`src/design/spibb_pkg.sv`:
```
package spibb_pkg;

	localparam int BURST_WORDS   = 8;
	localparam int ADDRESS_BYTES = 6;

	localparam int ADDR_W      = 48;
	localparam int CNT_W       = 8;
	localparam int WR_W        = $clog2(BURST_WORDS + 1);
	localparam int RB_AW       = (BURST_WORDS > 1) ? $clog2(BURST_WORDS) : 1;
	localparam int BURST_BYTES = 4 * BURST_WORDS;

	localparam logic [CNT_W-1:0] CNT_MAX = 8'd255;

	localparam logic [1:0] ACT_START = 2'd0;
	localparam logic [1:0] ACT_BYTE  = 2'd1;
	localparam logic [1:0] ACT_END   = 2'd2;
	localparam logic [1:0] ACT_RET   = 2'd3;

	localparam logic [2:0] KIND_WRITE    = 3'd0;
	localparam logic [2:0] KIND_READ_REQ = 3'd1;
	localparam logic [2:0] KIND_STAT_REQ = 3'd2;
	localparam logic [2:0] KIND_MISO     = 3'd3;
	localparam logic [2:0] KIND_BAD_CMD  = 3'd4;
	localparam logic [2:0] KIND_UNDERRUN = 3'd5;

	localparam logic [1:0] SIZE_BYTE  = 2'd0;
	localparam logic [1:0] SIZE_HALF  = 2'd1;
	localparam logic [1:0] SIZE_WORD  = 2'd2;
	localparam logic [1:0] SIZE_BURST = 2'd3;

	localparam logic [7:0] CMD_WR_WORD   = 8'h01;
	localparam logic [7:0] CMD_WR_BYTE   = 8'h0b;
	localparam logic [7:0] CMD_WR_HALF   = 8'h09;
	localparam logic [7:0] CMD_WR_BURST  = 8'h03;
	localparam logic [7:0] CMD_LATCH     = 8'h00;
	localparam logic [7:0] CMD_LATCH_BST = 8'h02;
	localparam logic [7:0] CMD_RD_BYTE   = 8'h1a;
	localparam logic [7:0] CMD_RD_HALF   = 8'h18;
	localparam logic [7:0] CMD_RD_WORD   = 8'h16;
	localparam logic [7:0] CMD_STATUS    = 8'h04;

	typedef struct packed {
		logic [1:0]  action;
		logic [7:0]  mosi_byte;
		logic [31:0] return_word;
	} in_item_t;

	typedef struct packed {
		logic [2:0]        kind;
		logic [ADDR_W-1:0] bus_address;
		logic [1:0]        size_code;
		logic [31:0]       write_data;
		logic [7:0]        miso_byte;
		logic              last;
	} out_item_t;

	function automatic logic [CNT_W-1:0] write_len(input logic [7:0] cmd);
		case (cmd)
			CMD_WR_BYTE:  write_len = 8'd1;
			CMD_WR_HALF:  write_len = 8'd2;
			CMD_WR_WORD:  write_len = 8'd4;
			CMD_WR_BURST: write_len = CNT_W'(BURST_BYTES);
			default:      write_len = 8'd0;
		endcase
	endfunction

	function automatic logic [CNT_W-1:0] read_len(input logic [7:0] cmd, input logic burst);
		case (cmd)
			CMD_RD_BYTE: read_len = 8'd1;
			CMD_RD_HALF: read_len = 8'd2;
			CMD_RD_WORD: read_len = burst ? CNT_W'(BURST_BYTES) : 8'd4;
			default:     read_len = 8'd0;
		endcase
	endfunction

endpackage

```
`src/design/spi_to_bus_bridge_slave_unit.sv`:
```
// Slave side of an SPI-to-bus bridge.
// Input channel (item_valid / item_stall / item): one word per SPI event:
// frame start, MOSI byte, frame end, or a read word returned by the bus.
// Output channel (result_valid / result_stall / result): bus write,
// bus read request, status read request, MISO byte, bad command or
// underrun, at most one per input word.
// A word is taken at an edge where valid is high and stall is low.
// A result reaches the output from its input word through the input
// register, then the result register.
// Throughput: one input word per cycle while the result side is not
// stalled; all decode work for a word sits between the two registers.
// When result_stall holds, the result register keeps its word, the input
// register fills, and item_stall rises once both are occupied.
// Reset clears frame state, the latched read address and the returned
// word count; the read word buffer needs no clearing, since an entry is
// only read after it has been returned.
module spi_to_bus_bridge_slave_unit (
	input  logic                 clk,
	input  logic                 arst_n,
	input  logic                 item_valid,
	output logic                 item_stall,
	input  spibb_pkg::in_item_t  item,
	output logic                 result_valid,
	input  logic                 result_stall,
	output spibb_pkg::out_item_t result
);
	import spibb_pkg::*;

	logic      valid_s1;
	in_item_t  item_s1;
	logic      adv;
	logic      fire;
	logic      core_valid;
	out_item_t core_res;
	logic      result_valid_q;
	out_item_t result_q;

	assign adv        = !result_valid_q || !result_stall;
	assign item_stall = valid_s1 && !adv;
	assign fire       = valid_s1 && adv;

	always_ff @(posedge clk or negedge arst_n) begin
		if (!arst_n) begin
			valid_s1 <= 1'b0;
		end else if (!item_stall) begin
			valid_s1 <= item_valid;
		end
	end

	always_ff @(posedge clk) begin
		if (!item_stall && item_valid) begin
			item_s1 <= item;
		end
	end

	spibb_core u_core (
		.clk       (clk),
		.arst_n    (arst_n),
		.fire      (fire),
		.item      (item_s1),
		.res_valid (core_valid),
		.res       (core_res)
	);

	always_ff @(posedge clk or negedge arst_n) begin
		if (!arst_n) begin
			result_valid_q <= 1'b0;
		end else if (adv) begin
			result_valid_q <= fire && core_valid;
		end
	end

	always_ff @(posedge clk) begin
		if (adv) begin
			result_q <= core_res;
		end
	end

	assign result_valid = result_valid_q;
	assign result       = result_q;

endmodule

```
`src/design/spibb_core.sv`:
```
module spibb_core (
	input  logic                 clk,
	input  logic                 arst_n,
	input  logic                 fire,
	input  spibb_pkg::in_item_t  item,
	output logic                 res_valid,
	output spibb_pkg::out_item_t res
);
	import spibb_pkg::*;

	logic                in_frame_q, in_frame_d;
	logic [7:0]          cmd_q, cmd_d;
	logic [CNT_W-1:0]    cnt_q, cnt_d;
	logic                bad_q, bad_d;
	logic [ADDR_W-1:0]   addr_q, addr_d;
	logic [31:0]         data_q, data_d;
	logic [ADDR_W-1:0]   rd_addr_q, rd_addr_d;
	logic                rd_burst_q, rd_burst_d;
	logic [WR_W-1:0]     wr_q, wr_d;
	logic [31:0]         rb_q [BURST_WORDS];

	logic [7:0]          b;
	logic [CNT_W-1:0]    p;
	logic [ADDR_W-1:0]   addr_nx;
	logic [31:0]         data_nx;
	logic [CNT_W-1:0]    wlen;
	logic [CNT_W-1:0]    rlen_b;
	logic                is_latch;
	logic [CNT_W-1:0]    d;
	logic [5:0]          k;

	// read byte path
	logic [CNT_W-1:0]    sb_r, sb_n;
	logic [5:0]          sb_w;
	logic                sb_none, sb_under, sb_last;
	logic [1:0]          sb_sel;
	logic [31:0]         sb_word;
	logic [7:0]          sb_byte;
	out_item_t           sb_res;

	assign b       = item.mosi_byte;
	assign p       = cnt_q;
	assign addr_nx = {addr_q[ADDR_W-9:0], b};
	assign data_nx = {data_q[23:0], b};
	assign wlen    = write_len(cmd_q);
	assign rlen_b  = read_len(b, rd_burst_q);
	assign is_latch = (cmd_q == CMD_LATCH) || (cmd_q == CMD_LATCH_BST);
	assign d       = CNT_W'(p - CNT_W'(ADDRESS_BYTES) - 8'd1);
	assign k       = d[7:2];

	always_comb begin
		if (cmd_q == CMD_STATUS) begin
			sb_r = CNT_W'(p - 8'd2);
			sb_n = 8'd4;
		end else begin
			sb_r = CNT_W'(p - 8'd1);
			sb_n = read_len(cmd_q, rd_burst_q);
		end
		sb_w     = sb_r[7:2];
		sb_none  = sb_r >= sb_n;
		sb_under = (8'(sb_w) >= 8'(wr_q)) || (8'(sb_w) >= 8'(BURST_WORDS));
		sb_last  = sb_r == CNT_W'(sb_n - 8'd1);
		if (sb_n >= 8'd4) begin
			sb_sel = 2'd3 - sb_r[1:0];
		end else if (sb_n == 8'd2) begin
			sb_sel = {1'b0, ~sb_r[0]};
		end else begin
			sb_sel = 2'd0;
		end
		sb_word = rb_q[sb_w[RB_AW-1:0]];
		case (sb_sel)
			2'd0:    sb_byte = sb_word[7:0];
			2'd1:    sb_byte = sb_word[15:8];
			2'd2:    sb_byte = sb_word[23:16];
			default: sb_byte = sb_word[31:24];
		endcase
		sb_res      = '0;
		sb_res.last = sb_last;
		if (sb_under) begin
			sb_res.kind = KIND_UNDERRUN;
		end else begin
			sb_res.kind      = KIND_MISO;
			sb_res.miso_byte = sb_byte;
		end
	end

	always_comb begin
		in_frame_d = in_frame_q;
		cmd_d      = cmd_q;
		cnt_d      = cnt_q;
		bad_d      = bad_q;
		addr_d     = addr_q;
		data_d     = data_q;
		rd_addr_d  = rd_addr_q;
		rd_burst_d = rd_burst_q;
		wr_d       = wr_q;
		res_valid  = 1'b0;
		res        = '0;
		if (fire) begin
			case (item.action)
				ACT_START: begin
					in_frame_d = 1'b1;
					cmd_d      = '0;
					cnt_d      = '0;
					bad_d      = 1'b0;
					addr_d     = '0;
					data_d     = '0;
				end
				ACT_END: begin
					in_frame_d = 1'b0;
				end
				ACT_RET: begin
					if (wr_q < WR_W'(BURST_WORDS)) begin
						wr_d = WR_W'(wr_q + 1'b1);
					end
				end
				default: begin
					if (in_frame_q) begin
						if (cnt_q < CNT_MAX) begin
							cnt_d = CNT_W'(cnt_q + 8'd1);
						end
						if (p == '0) begin
							cmd_d = b;
							if (rlen_b != '0) begin
								wr_d            = '0;
								res_valid       = 1'b1;
								res.kind        = KIND_READ_REQ;
								res.bus_address = rd_addr_q;
								if (b == CMD_RD_BYTE) begin
									res.size_code = SIZE_BYTE;
								end else if (b == CMD_RD_HALF) begin
									res.size_code = SIZE_HALF;
								end else begin
									res.size_code = rd_burst_q ? SIZE_BURST : SIZE_WORD;
								end
							end else if (write_len(b) == '0 && b != CMD_LATCH
									&& b != CMD_LATCH_BST && b != CMD_STATUS) begin
								bad_d     = 1'b1;
								res_valid = 1'b1;
								res.kind  = KIND_BAD_CMD;
							end
						end else if (!bad_q) begin
							if (wlen != '0 || is_latch) begin
								if (p <= CNT_W'(ADDRESS_BYTES)) begin
									addr_d = addr_nx;
									if (p == CNT_W'(ADDRESS_BYTES) && wlen == '0) begin
										rd_addr_d  = addr_nx;
										rd_burst_d = cmd_q == CMD_LATCH_BST;
									end
								end else if (wlen != '0 && d < wlen) begin
									data_d = data_nx;
									if (wlen < 8'd4) begin
										if (d == CNT_W'(wlen - 8'd1)) begin
											res_valid       = 1'b1;
											res.kind        = KIND_WRITE;
											res.bus_address = addr_q;
											res.last        = 1'b1;
											if (wlen == 8'd1) begin
												res.size_code  = SIZE_BYTE;
												res.write_data = {24'd0, data_nx[7:0]};
											end else begin
												res.size_code  = SIZE_HALF;
												res.write_data = {16'd0, data_nx[15:0]};
											end
										end
									end else if (d[1:0] == 2'd3) begin
										res_valid       = 1'b1;
										res.kind        = KIND_WRITE;
										res.bus_address = ADDR_W'(addr_q + ADDR_W'({k, 2'b00}));
										res.size_code   = (cmd_q == CMD_WR_BURST) ?
											SIZE_BURST : SIZE_WORD;
										res.write_data  = data_nx;
										res.last        = 8'(k) == CNT_W'(wlen[7:2] - 6'd1);
									end
								end
							end else if (cmd_q == CMD_STATUS && p == 8'd1) begin
								wr_d            = '0;
								res_valid       = 1'b1;
								res.kind        = KIND_STAT_REQ;
								res.bus_address = ADDR_W'(b);
								res.size_code   = SIZE_WORD;
							end else if (!sb_none) begin
								res_valid = 1'b1;
								res       = sb_res;
							end
						end
					end
				end
			endcase
		end
	end

	always_ff @(posedge clk or negedge arst_n) begin
		if (!arst_n) begin
			in_frame_q <= 1'b0;
			cmd_q      <= '0;
			cnt_q      <= '0;
			bad_q      <= 1'b0;
			addr_q     <= '0;
			data_q     <= '0;
			rd_addr_q  <= '0;
			rd_burst_q <= 1'b0;
			wr_q       <= '0;
		end else begin
			in_frame_q <= in_frame_d;
			cmd_q      <= cmd_d;
			cnt_q      <= cnt_d;
			bad_q      <= bad_d;
			addr_q     <= addr_d;
			data_q     <= data_d;
			rd_addr_q  <= rd_addr_d;
			rd_burst_q <= rd_burst_d;
			wr_q       <= wr_d;
		end
	end

	// returned bus words
	always_ff @(posedge clk) begin
		if (fire && item.action == ACT_RET && wr_q < WR_W'(BURST_WORDS)) begin
			rb_q[wr_q[RB_AW-1:0]] <= item.return_word;
		end
	end

endmodule
```
`config.mk`:
```
export PLATFORM = sky130hd
export DESIGN_NAME = spi_to_bus_bridge_slave_unit
export DESIGN_NICKNAME = d
export VERILOG_FILES = /design/src/design/spibb_pkg.sv /design/src/design/spi_to_bus_bridge_slave_unit.sv /design/src/design/spibb_core.sv
export SDC_FILE = /design/constraint.sdc
export NUM_CORES = 1
export LEC_CHECK = 0
export ABC_AREA = 1
export BUFFER_PORTS_ARGS = -buffer_cell sky130_fd_sc_hd__buf_2
export CAP_MARGIN = 20
export CORE_ASPECT_RATIO = 0.7
export CORE_UTILIZATION = 46
export CTS_CLUSTER_DIAMETER = 150
export DETAILED_ROUTE_END_ITERATION = 8
export GPL_ROUTABILITY_DRIVEN = 1
export MAX_ROUTING_LAYER = met4
export PLACE_DENSITY = 0.72
export SLEW_MARGIN = 20
export SYNTH_ARGS = -nofsm -noshare
export SYNTH_HDL_FRONTEND = slang
export SYNTH_HIERARCHICAL = 1
export SYNTH_SLANG_ARGS = --single-unit
```
`constraint.sdc`:
```
create_clock -name clk -period 7.8 [get_ports clk]
set_input_delay 1.56 -clock clk [delete_from_list [all_inputs] [get_ports clk]]
set_output_delay 1.56 -clock clk [all_outputs]
set_load 0.02 [all_outputs]
```
==> metrics, run 1 <==
run status=finished, final reports clean; Layout Skew=24.1 ps; Final nets=2974; Final setup viols=0; number of enable flip-flop cells after synthesis=392; post-synthesis sequential area ratio=60.4%; fmax=219 MHz; total power=9.70 mW; Detailed Routing Iterations Pass 1=6; drc violations=0; final slew viol count=0; largest net degree at the start of global routing=99; DRT iter0 DRCs=2578; Remaining Overflow, GRT=0; final WL=71.0 mm; Seq cells post-synth=537; Avg Inst Size Synth=9.20 um^2; Critical Path End Type=flop; flop2flop setup slack=3240 ps; Fill cells=4720; Placed Cells=3561; core area=54300 um^2; commonest cells after routing, fill and taps aside=805 x nand2_1, 392 x edfxtp_1, 366 x inv_1; IO buf count=141; Peak VDD IR=275 uV; vias per cell=5.51; mapped cell area=25500 um^2; worst hold path class=reg2reg; Worst Reg2Reg Path Length in Cells=14; gr usage total=25.9%; crit path time final=4560 ps; RR Endpoint=result[87]; die area=56400 um^2; pre-CTS WS=3320 ps; clock sinks=537; dpl hpwl=46.7 mm; number of global-route vias before repair=19000; routed wire length per instance=19.4 um; Syn Inst Count=2773; Worst-Skew Late Latency=610 ps; Post-Syn Nets=2859; final hold slack=490 ps; highest routed layer=met4; crit start category=flop; Fin Setup TNS=0 ps; initial antenna violation count=1; met1 WL=33.1 mm; Yosys cell types=52; CTS Root Cell=clkbuf_16; period utilization=58.5%; LEAKAGE=12.7 nW; RSZ-0062 raised after global routing=false; Starting Density=47.0%; Worst-path clk slew=70 ps; cts repair resizes=0; metal3 WL=7.91 mm; layout cell share with drive strength beyond 1=10.4%; most common cell after layout, fill and taps aside=nand2_1; CP arrival=5020 ps; # Max-Cap Violations=0; I/O pin count=142; critical path class=reg2reg; vias=20200; gp weighted congestion=0.993; CTS tree=done; worst-path maximum fanout=51; final hold violations=0; asr flop ratio synth=27.0%; fin cells=3663; Slew Limit Headroom=30.2%; H-Tree Depth=2; metal2 WL=28.6 mm; Final Cell Area=28500 um^2; required time worst endpoint=8260 ps; HP Start=u_core/rd_addr_q[46]; Post-DP Area=26900 um^2; Layout area overhead=11.9%; first-pass GRT wire length=109 mm; Hold EP=u_core/rd_addr_q[46]; Routed Antenna Nets=0; CTS buffer count=52; power density over cell area=340 nW/um^2; Chip Width=283 um; Worst-Margin Slew=1050 ps; Top FF cell, synth=edfxtp_1; DIE HEIGHT=199 um; hold_buf cts=0; row count=71; YS warnings=6; Worst Setup Slack, final=3240 ps; post-route core utilization=52.6%; clk buf depth=3; # Post-CTS Setup Buffers=0; worst r2r src=u_core/cmd_q[6]; hold path cells=2
## power breakdown
part | switching [mW] | internal, mW
combinational | 2.58 | 1.04
clock | 1.08 | 1.31
sequential | 0.343 | 3.35
total | 4.01 | 5.69
## Yosys cell counts (2+ instances only)
master | number | area share, %
nand4_1 | 23 | 0.56
buf_6 | 10 | 0.44
inv_1 | 367 | 5.4
dfrtp_1 | 145 | 14
or2_2 | 2 | 0.049
o21ai_0 | 120 | 2.4
nor2_4 | 7 | 0.31
clkinv_1 | 3 | 0.044
nor3_1 | 43 | 0.84
o211ai_1 | 8 | 0.24
nand3_1 | 360 | 7.1
buf_2 | 40 | 0.78
o22ai_1 | 4 | 0.098
a31oi_1 | 5 | 0.12
ha_1 | 39 | 1.9
clkbuf_1 | 44 | 0.65
inv_2 | 14 | 0.21
nand2_1 | 809 | 12
buf_4 | 4 | 0.12
buf_1 | 5 | 0.074
edfxtp_1 | 392 | 46
nor2_1 | 155 | 2.3
nand2_2 | 8 | 0.20
nand3b_1 | 7 | 0.21
nor2_2 | 9 | 0.22
o21ai_1 | 78 | 1.5
xnor2_1 | 4 | 0.14
a21boi_0 | 2 | 0.059
a21oi_1 | 39 | 0.77
o21ai_2 | 5 | 0.17
## layout make-up
class,count,area (um^2),share of cell area [%]
inverter,385,1450,5.07
multi-input combinational,1747,8230,28.8
tap,730,913,3.20
sequential,537,15400,54.0
clock inverter,28,193,0.675
timing repair buffer,165,937,3.28
clock buffer,70,1410,4.94
antenna,1,2.50,0.00877
## registers in the layout, indices dropped and copies added, names as in the netlist
register / flops
u_core/cmd_q: 8
u_core/in_frame_q: 1
result_valid: 1
u_core/cnt_q: 8
u_core/addr_q: 48
u_core/rd_addr_q: 48
u_core/rd_burst_q: 1
u_core/data_q: 24
u_core/rb_q: 256
result: 94
u_core/wr_q: 4
u_core/bad_q: 1
valid_s1: 1
item_s1: 42
## critical path: stages (launching register included)
cell and delay, ps:
dfrtp_1 400, nor2_1 110, nand3_1 180, nor2_1 220
nand3_1 150, ha_1 430, nor2_4 160, buf_4 500
clkinv_1 580, buf_4 400, nor2_1 520, nand3_1 310
o21ai_0 240, nand3_1 90, nand2_1 100
## logic make-up (layout without fill, tap and decap cells)
logic type	after synthesis	count (layout)	share of synthesized area, %
DFF	537	537	60.4
adders and majority gates	40	40	1.99
xor gates and xnor gates	6	6	0.235
and+or+nand+nor	1431	1431	24.0
buffers and inverters	489	648	7.75
AOI/OAI and AO/OA	270	270	5.69
other	0	1	0
## metal layers
| layer | GRT usage (%) | up-vias |
|---|---|---|
| met5 | - | - |
| met2 | 35.0 | 1070 |
| li1 | - | 9349 |
| met1 | 39.1 | 9662 |
| met3 | 5.49 | 114 |
| met4 | 6.65 | 0 |
## worst max-delay path by stage
| stage | start | end | slack (ps) |
|---|---|---|---|
| after global placement | result_stall | result[23] | 3520 |
| final | u_core/cmd_q[6] | result[87] | 3240 |
| after CTS | u_core/cmd_q[6] | result[87] | 3480 |
| after global routing | u_core/cmd_q[6] | result[75] | 2950 |
| after floorplan | result_stall | u_core/rb_q[0][0] | 3720 |
| after detailed placement | result_stall | result[19] | 3320 |
Power figures use the tool's default switching activity.
==> inputs of run 2 (changes only) <==
ABC_AREA = 0   (was 1)
clock period = 4.4 ns   (was 7.8 ns; I/O delays follow)
==> run 2 against run 1 <==
Clock skew increased by 17 ps. Combinational power increased by 83%. Critical path depth unchanged. Non-clock buffer count increased by 47. Area after synthesis decreased by 3.1%. Sequential cell count unchanged. Worst setup slack got worse by 3000 ps. Synthesized cell count decreased by 27%. Via count decreased by 13%. Sequential share of layout area increased by 0.63 points. Critical endpoint is now result[65].
==> metrics, run 2 <==
CTS tree=done; slowest cell on the critical path=or4_4; required time worst endpoint=4900 ps (-3360 ps); die area=54700 um^2 (-3.1%); Worst-Skew Late Latency=640 ps (+30 ps); asr flop ratio synth=27.0% (unchanged); CP Buf/Inv Count=1 (-2); Diodes inserted=0 (-1); crit path capture=result[65]; IO buf count=141 (unchanged); post-route core utilization=53.6% (+1.0 points); Worst-path clk slew=70 ps (about the same); Detailed Routing Iterations Pass 1=5 (-1); mapped cell area=24700 um^2 (-3.1%); Chip Width=279 um (-1.6%); core area=52600 um^2 (-3.0%); dpl hpwl=41.5 mm (-11%); # Max-Cap Violations=0 (unchanged); Seq cells post-synth=537 (unchanged); sw power=6.85 mW (+71%); initial antenna violation count=0 (-1); Comb power frac=36.7% (-0.7 points); vias per cell=6.01 (+8.9%); clk buf depth=3 (unchanged); final WL=64.6 mm (-9.0%); run status=finished, final reports clean; worst-path maximum fanout=10 (-80%); Layout area overhead=14.1%; Clk network pwr share=26.7% (+2.1 points); layout cell share with drive strength beyond 1=18.1% (+7.7 points); YS warnings=6 (unchanged); max reg flops=256 (unchanged); number of enable flip-flop cells after synthesis=392 (unchanged); switch share=38.0% (-3.3 points); Post-Syn Nets=2119 (-26%); CTS Root Cell=clkbuf_16; number of global-route vias before repair=17000 (-11%); Placed Cells=2826 (-21%); top cells by area, synth=edfxtp_1 48%, dfrtp_1 15%, nand2_1 5.3%; Yosys cell types=88 (+69%); I/O pin count=142 (unchanged); Routed Antenna Nets=0 (unchanged); most common library cells after synthesis=392 x edfxtp_1, 352 x nand2_1, 145 x dfrtp_1, 143 x o21ai_0, 97 x clkbuf_1; CP arrival=4650 ps (-370 ps); multi-input logic area=8610 um^2 (+4.6%); Yosys top cell by area=edfxtp_1; routed wire length per instance=22.1 um (+14%); Internal Pwr Total=11.2 mW (+96%); commonest cells after routing, fill and taps aside=392 x edfxtp_1, 351 x nand2_1, 145 x dfrtp_1; Final nets=2247 (-24%); crit start category=flop; register area=15400 um^2 (unchanged); CP startpoint=u_core/cmd_q[5]; Layout Skew=41.4 ps (+17.2 ps); crit-path cells=or4_4 > nor4b_2 > nand2_1 > ha_1 > nor2_1 > o2111ai_1 > ha_1 > xnor3_1 > nor4_1 > and4_1 > buf_4 > a21oi_1 > mux2i_1 > a22o_1; DRT iter0 DRCs=1830 (-29%); worst r2r src=u_core/cmd_q[5]; first-pass GRT wire length=100 mm (-8.3%); Remaining Overflow, GRT=0 (unchanged); Peak VDD IR=621 uV (+130%); hold_buf cts=0 (unchanged); drc violations=0 (unchanged); gp weighted congestion=0.909 (-8.4%); Slew Limit Headroom=30.5% (+0.32 points); Top FF cell, synth=edfxtp_1; Fill cells=4360 (-7.6%); CP Depth=14 (unchanged); Worst-Margin Slew=1040 ps (-8.68 ps); fmax=241 MHz (+9.7%); RR Endpoint=result[65]; power density over cell area=639 nW/um^2 (+88%); Starting Density=47.0% (about the same); Synth top area share=47.6% (+1.5 points); Worst Reg2Reg Path Length in Cells=14 (unchanged); most common cell in the netlist=edfxtp_1; crit path time final=4160 ps (-404 ps); CP top delay family=simple AND/OR/NAND/NOR gates; Critical Path End Type=flop; worst hold path class=in2async; LEAKAGE=11.0 nW (-14%); total power=18.0 mW (+86%); H-Tree Depth=2 (unchanged); most common cell after layout, fill and taps aside=edfxtp_1; gr usage total=24.5% (-1.4 points); Final setup viols=0 (unchanged); register share of total power=36.6% (-1.4 points); vias=17600 (-13%); largest net degree at the start of global routing=100 (+1.0%); cell mode on critical path=ha_1; fin cells=2922 (-20%); flop2flop setup slack=240 ps (-3000 ps); Syn Inst Count=2033 (-27%); critical path class=reg2reg; post-synthesis sequential area ratio=62.3% (+1.9 points); DIE HEIGHT=196 um (-1.6%); final hold violations=0 (unchanged); CTS buffer count=52 (unchanged); clock sinks=537 (unchanged); period utilization=94.5% (+36 points); final slew viol count=0 (unchanged); row count=70 (-1.4%); CP max stage delay=560 ps (-20 ps); Avg Inst Size Synth=12.2 um^2 (+32%)
[run 2: cell count changes after synthesis, moves of 31 or more]
cell,delta
nor2_1,-106
a211oi_1,+48
nand3_1,-296
a311oi_1,+31
and3_1,+56
o21ai_1,-74
inv_1,-330
mux2_2,+51
o211ai_1,+32
nand2_1,-457
and2_1,+43
clkbuf_1,+53
[run 2: final cells by class]
class                           count  share of cell area [%]
Clock buffer                       63                    4.90
Clock inverter                     32                    1.66
Inverter                           41                   0.555
Multi-Input combinational cell   1317                    30.5
Sequential cell                   537                    54.6
Tap cell                          720                    3.19
Timing Repair Buffer              212                    4.55
[run 2: cells by family after synthesis]
| group | synth area share (%) |
|---|---|
| multiplexers | 4.56 |
| AO/OA/AOI/OAI | 12.9 |
| AND/OR/NAND/NOR | 13.5 |
| flip-flops | 62.3 |
| XOR/XNOR | 1.48 |
| adder cells (fa/ha/maj) | 2.06 |
| buffers and inverters | 3.26 |
[run 2: worst min path at each step]
| stage | start | endpoint | depth (start not counted) |
|---|---|---|---|
| final | arst_n | u_core/rd_addr_q[28] | 1 |
| after global routing | arst_n | u_core/addr_q[28] | 1 |
| after CTS | arst_n | u_core/rd_addr_q[28] | 1 |
| after detailed placement | u_core/data_q[16] | u_core/data_q[16] | 2 |
| after global placement | u_core/data_q[20] | u_core/data_q[20] | 2 |
| after floorplan | u_core/data_q[16] | u_core/data_q[16] | 2 |
[run 2: repair_timing]
item	4_1_cts	5_1_grt
setup buffers	0	1
resized for setup	0	2
setup endpoints to repair	0	9
[run 2: power groups by stage]
stage	Clock (mW)	Combinational [mW]	Sequential, mW
detailed placement	0	6.53	6.66
finish	4.82	6.62	6.59
floorplan	0	5.03	6.36
CTS	4.90	6.54	6.57
global route	5.10	7.20	6.65
global placement	0	6.33	6.63
[run 2: metal layers]
metal	GRT usage [%]	share of wire, %	vias to the layer above	routed length [um]
met5	-	0	-	0
met1	36.7	46	8710	29400
met4	6.27	1.9	0	1260
met2	34.8	44	839	28400
met3	3.89	8.6	103	5550
li1	-	-	7898	-
[run 2: worst register-to-register path, delay by kind of cell, from the launching register on]
family | cells | cell delay (ps)
XOR/XNOR | 1 | 330
AND/OR/NAND/NOR | 6 | 1890
flip-flops | 1 | 430
buffers and inverters | 1 | 250
adder cells (fa/ha/maj) | 2 | 590
AO/OA/AOI/OAI | 3 | 390
multiplexers | 1 | 160
[run 2: through the flow]
stage | hold slack [ps] | setup TNS, ps | instance area [um^2] | setup slack (ps)
detailed placement | 463 | 0 | 26300 | 271
global placement | 458 | 0 | 26300 | 392
finish | 190 | 0 | 28200 | 244
CTS | 192 | 0 | 28200 | 233
global route | 214 | -4.73 | 28200 | -4.73
floorplan | 442 | -52040 | 24700 | -309
